### config.mk
export PLATFORM = sky130hd
export DESIGN_NAME = srap_overlap
export DESIGN_NICKNAME = d
export VERILOG_FILES = /design/src/rtl/scanline_rect_atlas_placer_assert.svh /design/src/rtl/srap_pkg.sv /design/src/rtl/srap_overlap.sv
export SDC_FILE = /design/constraint.sdc
export NUM_CORES = 1
export LEC_CHECK = 0
export BUFFER_PORTS_ARGS = -buffer_cell sky130_fd_sc_hd__clkbuf_2
export CAP_MARGIN = 20
export CORE_ASPECT_RATIO = 1.75
export CORE_MARGIN = 4
export CORE_UTILIZATION = 50
export DETAILED_ROUTE_END_ITERATION = 8
export PLACE_DENSITY = 0.82
export SLEW_MARGIN = 20
export SYNTH_ARGS = -nofsm -noshare
export SYNTH_HDL_FRONTEND = slang
export SYNTH_SLANG_ARGS = --single-unit
### constraint.sdc
create_clock -name vclk -period 3.92
set_input_delay 0.588 -clock vclk [all_inputs]
set_output_delay 0.588 -clock vclk [all_outputs]
set_load 0.02 [all_outputs]
### src/rtl/scanline_rect_atlas_placer_assert.svh
// Assertion macros for the scanline rectangle atlas placer.
// Used by the top level; expects clk_i and rst_ni in scope.
`ifndef SCANLINE_RECT_ATLAS_PLACER_ASSERT_SVH
`define SCANLINE_RECT_ATLAS_PLACER_ASSERT_SVH
`ifndef SYNTH
`define SRAP_ASSERT_IMP(lbl, ante, cons) \
  lbl: assert property (@(posedge clk_i) disable iff (!rst_ni) (ante) |-> (cons)) \
    else $error("assertion failed");
`define SRAP_ASSERT_NXT(lbl, ante, cons) \
  lbl: assert property (@(posedge clk_i) disable iff (!rst_ni) (ante) |=> (cons)) \
    else $error("assertion failed");
`else
`define SRAP_ASSERT_IMP(lbl, ante, cons)
`define SRAP_ASSERT_NXT(lbl, ante, cons)
`endif
`endif

### src/rtl/srap_pkg.sv
// Shared types and constants of the scanline rectangle atlas placer.
// No dependencies.
`default_nettype none
package srap_pkg;
  localparam int MAX_ATLASES     = 8;
  localparam int RECTS_PER_ATLAS = 256;
  localparam int COORD_BITS      = 13;
  localparam int SUM_BITS        = COORD_BITS + 2;
  localparam int ATL_BITS        = (MAX_ATLASES > 1) ? $clog2(MAX_ATLASES) : 1;
  localparam int ACNT_BITS       = $clog2(MAX_ATLASES + 1);
  localparam int RIDX_BITS       = (RECTS_PER_ATLAS > 1) ? $clog2(RECTS_PER_ATLAS) : 1;
  localparam int CNT_BITS        = $clog2(RECTS_PER_ATLAS + 1);
  localparam int ADDR_BITS       = ATL_BITS + RIDX_BITS;
  localparam int DEPTH           = MAX_ATLASES * RECTS_PER_ATLAS;

  localparam logic [1:0] ST_PLACED = 2'd0;
  localparam logic [1:0] ST_REJECT = 2'd1;
  localparam logic [1:0] ST_NOROOM = 2'd2;

  localparam logic MODE_CLEAR = 1'b1;

  localparam logic [1:0] CFG_WIDTH  = 2'd0;
  localparam logic [1:0] CFG_HEIGHT = 2'd1;

  typedef struct packed {
    logic [COORD_BITS-1:0] h;
    logic [COORD_BITS-1:0] w;
    logic [COORD_BITS-1:0] y;
    logic [COORD_BITS-1:0] x;
  } rect_t;

  typedef struct packed {
    logic [SUM_BITS-1:0]   tx;
    logic [SUM_BITS-1:0]   ty;
    logic [COORD_BITS-1:0] w;
    logic [COORD_BITS-1:0] h;
  } trial_t;
endpackage
`default_nettype wire

### src/rtl/srap_overlap.sv
// Overlap test between one stored rectangle and the trial area.
// Depends on srap_pkg.
`default_nettype none
module srap_overlap (
  input  srap_pkg::rect_t  entry_i,
  input  srap_pkg::trial_t trial_i,
  output logic             hit_o
);
  import srap_pkg::*;

  logic [SUM_BITS-1:0] ex, ey, ex_end, ey_end, tx_end, ty_end;

  always_comb begin
    ex     = SUM_BITS'(entry_i.x);
    ey     = SUM_BITS'(entry_i.y);
    ex_end = ex + SUM_BITS'(entry_i.w);
    ey_end = ey + SUM_BITS'(entry_i.h);
    tx_end = trial_i.tx + SUM_BITS'(trial_i.w);
    ty_end = trial_i.ty + SUM_BITS'(trial_i.h);
    hit_o  = (ex_end > trial_i.tx) && (ex < tx_end) &&
             (ey_end > trial_i.ty) && (ey < ty_end);
  end
endmodule
`default_nettype wire

Word level (Yosys, flattened, before mapping)
Cells that the tools add are included.
{ "word_totals": {"reg_bits": 0, "wordCells": 11} }
{ "classes": {"add_sub_neg": 4, "magnitude_cmp": 4, "n_reduce_logical": 3} }
{ "ops": {"columns": ["operator", "count"], "rows": [
  ["$add A15 B13 Y15", 2],
  ["$gt A14 B15 Y1", 2],
  ["$lt A13 B15 Y1", 2],
  ["$add A13 B13 Y14", 2],
  ["$logic_and A1 B1 Y1", 3]
]} }

Depth between registers and ports, before layout
{ "depth": {"depth_word": 5, "ltp_mapped": 18, "mapped_depth_nobuf": 18} }

Worst setup path after synthesis
No wires, ideal clock.
{ "synth_timing": {"path_kind": "in2out", "startpoint": "input port entry_i[0] (netlist name)", "endpoint": "output port hit_o", "arrival_time_ns": 3.829, "setup_slack_ns": -0.497, "cell_stages": 16, "n_path_buf": 0, "cell_sequence": "ha_1 > fa_1 > a21o_1 > a21oi_1 > o21a_1 > nor2_1 > a41oi_1 > a21oi_1 > xor2_1 > ha_1 > nand3_1 > nor3_1 > o221ai_1 > a31oi_1 > o41ai_1 > a311oi_1"} }
{ "synth_between": {"elab_chain_cells": 5} }
{ "synth_rtl": {"columns": ["item", "line_no", "text"], "rows": [
  ["start, declared", "srap_overlap.sv:5", "input srap_pkg::rect_t entry_i,"],
  ["$add A13 B13 Y14", "srap_overlap.sv:16", "ex_end = ex + SUM_BITS'(entry_i.w);"],
  ["$gt A14 B15 Y1", "srap_overlap.sv:20", "hit_o = (ex_end > trial_i.tx) && (ex < tx_end) &&"],
  ["$logic_and A1 B1 Y1 (*) (2 in series)", "srap_overlap.sv:20", null],
  ["$logic_and A1 B1 Y1 (*)", "srap_overlap.sv:21", "(ey_end > trial_i.ty) && (ey < ty_end);"],
  ["end, declared", "srap_overlap.sv:7", "output logic hit_o"]
]} }
Every way passes the cells marked *; elsewhere a longest branch is shown, timed or not.

Worst setup path after layout
{ "layout_timing": {"startpoint": "input port entry_i[13] (netlist name)", "endpoint": "output port hit_o"} }
{ "layout_between": {"elab_chain_cells": 4} }
{ "layout_rtl": {"columns": ["item", "line_no", "text"], "rows": [
  ["$add A13 B13 Y14", "srap_overlap.sv:17", "ey_end = ey + SUM_BITS'(entry_i.h);"],
  ["$gt A14 B15 Y1", "srap_overlap.sv:21", null],
  ["$logic_and A1 B1 Y1", "srap_overlap.sv:20", null],
  ["$logic_and A1 B1 Y1 (*)", "srap_overlap.sv:21", null]
]} }
Marks and branches as above.

==> impl_metrics.toml <==
[global_routing]
grt_pass1_vias = 4296
grt_start_max_net_pins = 8
antenna_found_initial = 0
grt_pass1_wl_um = 17100
grtUsageTotal_pct = 24.5
overflow = 0

[synth]
synth_top_area_share_pct = 38.1
synth_commonest_cells = "ha_1 (104), a21oi_1 (48), inv_1 (38)"
syn_inst = 449
synth_nets = 665
avgSynthCellArea_um2 = 7.60
yosys-top-cells-area = "ha_1 (38%), a21oi_1 (7.0%), xnor2_1 (6.7%)"
ys_types = 50
ys_warn_count = 0
synth.most_common_cell = "ha_1"
yosysTopAreaCell = "ha_1"
syn-cell-area_um2 = 3410
yosysSeqAreaShare_pct = 0

[min_path]
holdCritPathClass = "input pin to primary output"

[floorplanning]
die_w_um = 70.4
rows = 39
dieArea_um2 = 8260
core_um2 = 6590
pin_count = 109
initial_core_util_pct = 51.8
fp.dieH_um = 117

[place]
place_ws_ps = -606
port_buffers = 109
dp_hpwl_um = 9260
routabilityCongestion = 0.964

[sta]
setup_viol = 1
fmax_mhz = 224
hold_viol_final = 0
drv_slew = 0
rsz0062_at_grt = "yes"
fin_crit_ps = 4470
fin_tns_setup_ps = -551
tightest_slew_ps = 621
slew_headroom_pct = 57.6
finalCritPeriodShare_pct = 114
setup_slack_ps = -551

[detailed_routing]
drt_wl_total_um = 10600
antenna_left = 0
first_iter_violations = 169
first_pass_iters = 4
routedWlPerCell_um = 15.0
num_vias = 4068
drc = 0
vias_per_cell = 5.75

[finish]
final-seq-area_um2 = 0
fillers = 537
n_clock_buffer = 0
synthToLayoutAreaGrowth_pct = 39.0
n_sequential_cell = 0
final_nets = 843
drive_gt1_share_pct = 34.4
n_antenna_cell = 0

[pwr]
pwr-share-clk_pct = 0
seqPwrFrac_pct = 0
power_uw = 844
p_leak_nw = 2.59
p_per_area_nw_per_um2 = 178
ir_drop_uv = 98.7
p_int_uw = 419
switchingPower_uw = 425
pwr-share-comb_pct = 100.0
swShare_pct = 50.4

[worst_setup_path]
critPathKind = "input pin to primary output"
crit_required_ps = 3330
cp.arrival_ps = 3880
cp_max_fo = 2
critPathCaptureType = "primary output"
crit_path_start_kind = "input pin"

[run]
maxCapViolations = 0

[status]
status = "finished, violations left"
violations = "negative setup slack"
-- worst paths after layout --
kind | from | end | slack [ps] | cells past startpoint
worst min-delay path | trial_i[54] | hit_o | 1690 | 4
worst max-delay path | entry_i[13] | hit_o | -550 | 18
-- metal layers --
metal	GRT usage, %	routed length, um
met2	51.1	5850
met4	14.2	719
met5	0	0
met3	1.37	405
met1	22.8	3660
-- power groups by stage --
stage | sequential, mW | clock, mW | combinational (mW)
floorplan | 0 | 0 | 0.514
global placement | 0 | 0 | 0.747
detailed placement | 0 | 0 | 0.785
CTS | 0 | 0 | 0.812
global route | 0 | 0 | 0.943
finish | 0 | 0 | 0.844
-- cell usage in the layout, fill, tap and decap left out, types with 10 or more instances in the layout --
| cell type | instances |
|---|---|
| a21o_1 | 21 |
| a21oi_1 | 44 |
| buf_4 | 68 |
| clkbuf_2 | 106 |
| ha_1 | 99 |
| inv_1 | 37 |
| nand2_1 | 18 |
| nand3_1 | 10 |
| nor2_1 | 29 |
| nor3_1 | 14 |
| o21ai_0 | 24 |
| xnor2_1 | 25 |
| xor2_1 | 15 |
-- stage by stage --
step | cells | utilization [%] | area [um^2] | hold slack [ps]
6_report | 707 | 72.0 | 4740 | 1690
3_5_place_dp | 701 | 69.4 | 4570 | 1690
5_1_grt | 707 | 72.0 | 4740 | 1710
4_1_cts | 706 | 70.7 | 4660 | 1700
3_3_place_gp | 701 | 69.4 | 4570 | 1690
2_1_floorplan | 449 | - | 3470 | 1450
-- cell type report --
class / instances / area [um^2] / share of cell area (%)
repair buffers: 176 / 1070 / 22.5
well taps: 82 / 103 / 2.16
inverters: 38 / 143 / 3.01
multi-input cells: 411 / 3430 / 72.3
-- critical path, stage by stage --
cell,delay (ps)
clkbuf_2,100
ha_2,200
fa_2,340
a21o_1,200
a21oi_2,160
o21a_1,170
o31ai_1,100
nor4_1,250
nor2_1,90
xor2_1,180
ha_1,310
a21o_1,180
a21oi_1,210
nor2_2,70
buf_4,140
o41ai_2,310
a311oi_2,90
buf_4,200
-- logic make-up (layout without fill, tap and decap cells) --
kind of cell | after synthesis | after routing | synth area share, %
AO/OA/AOI/OAI | 144 | 144 | 27.0
buffers and inverters | 38 | 214 | 4.18
AND/OR/NAND/NOR | 118 | 118 | 17.8
XOR/XNOR | 41 | 41 | 10.5
adder cells (fa/ha/maj) | 108 | 108 | 40.5
-- what timing repair did --
item                                    CTS  global route
pin swaps                                10            23
hold buffers                              0             0
setup buffers                             5             1
resized for setup                        11            21
endpoints found under the setup margin    1             1
Power figures use the tool's default switching activity.
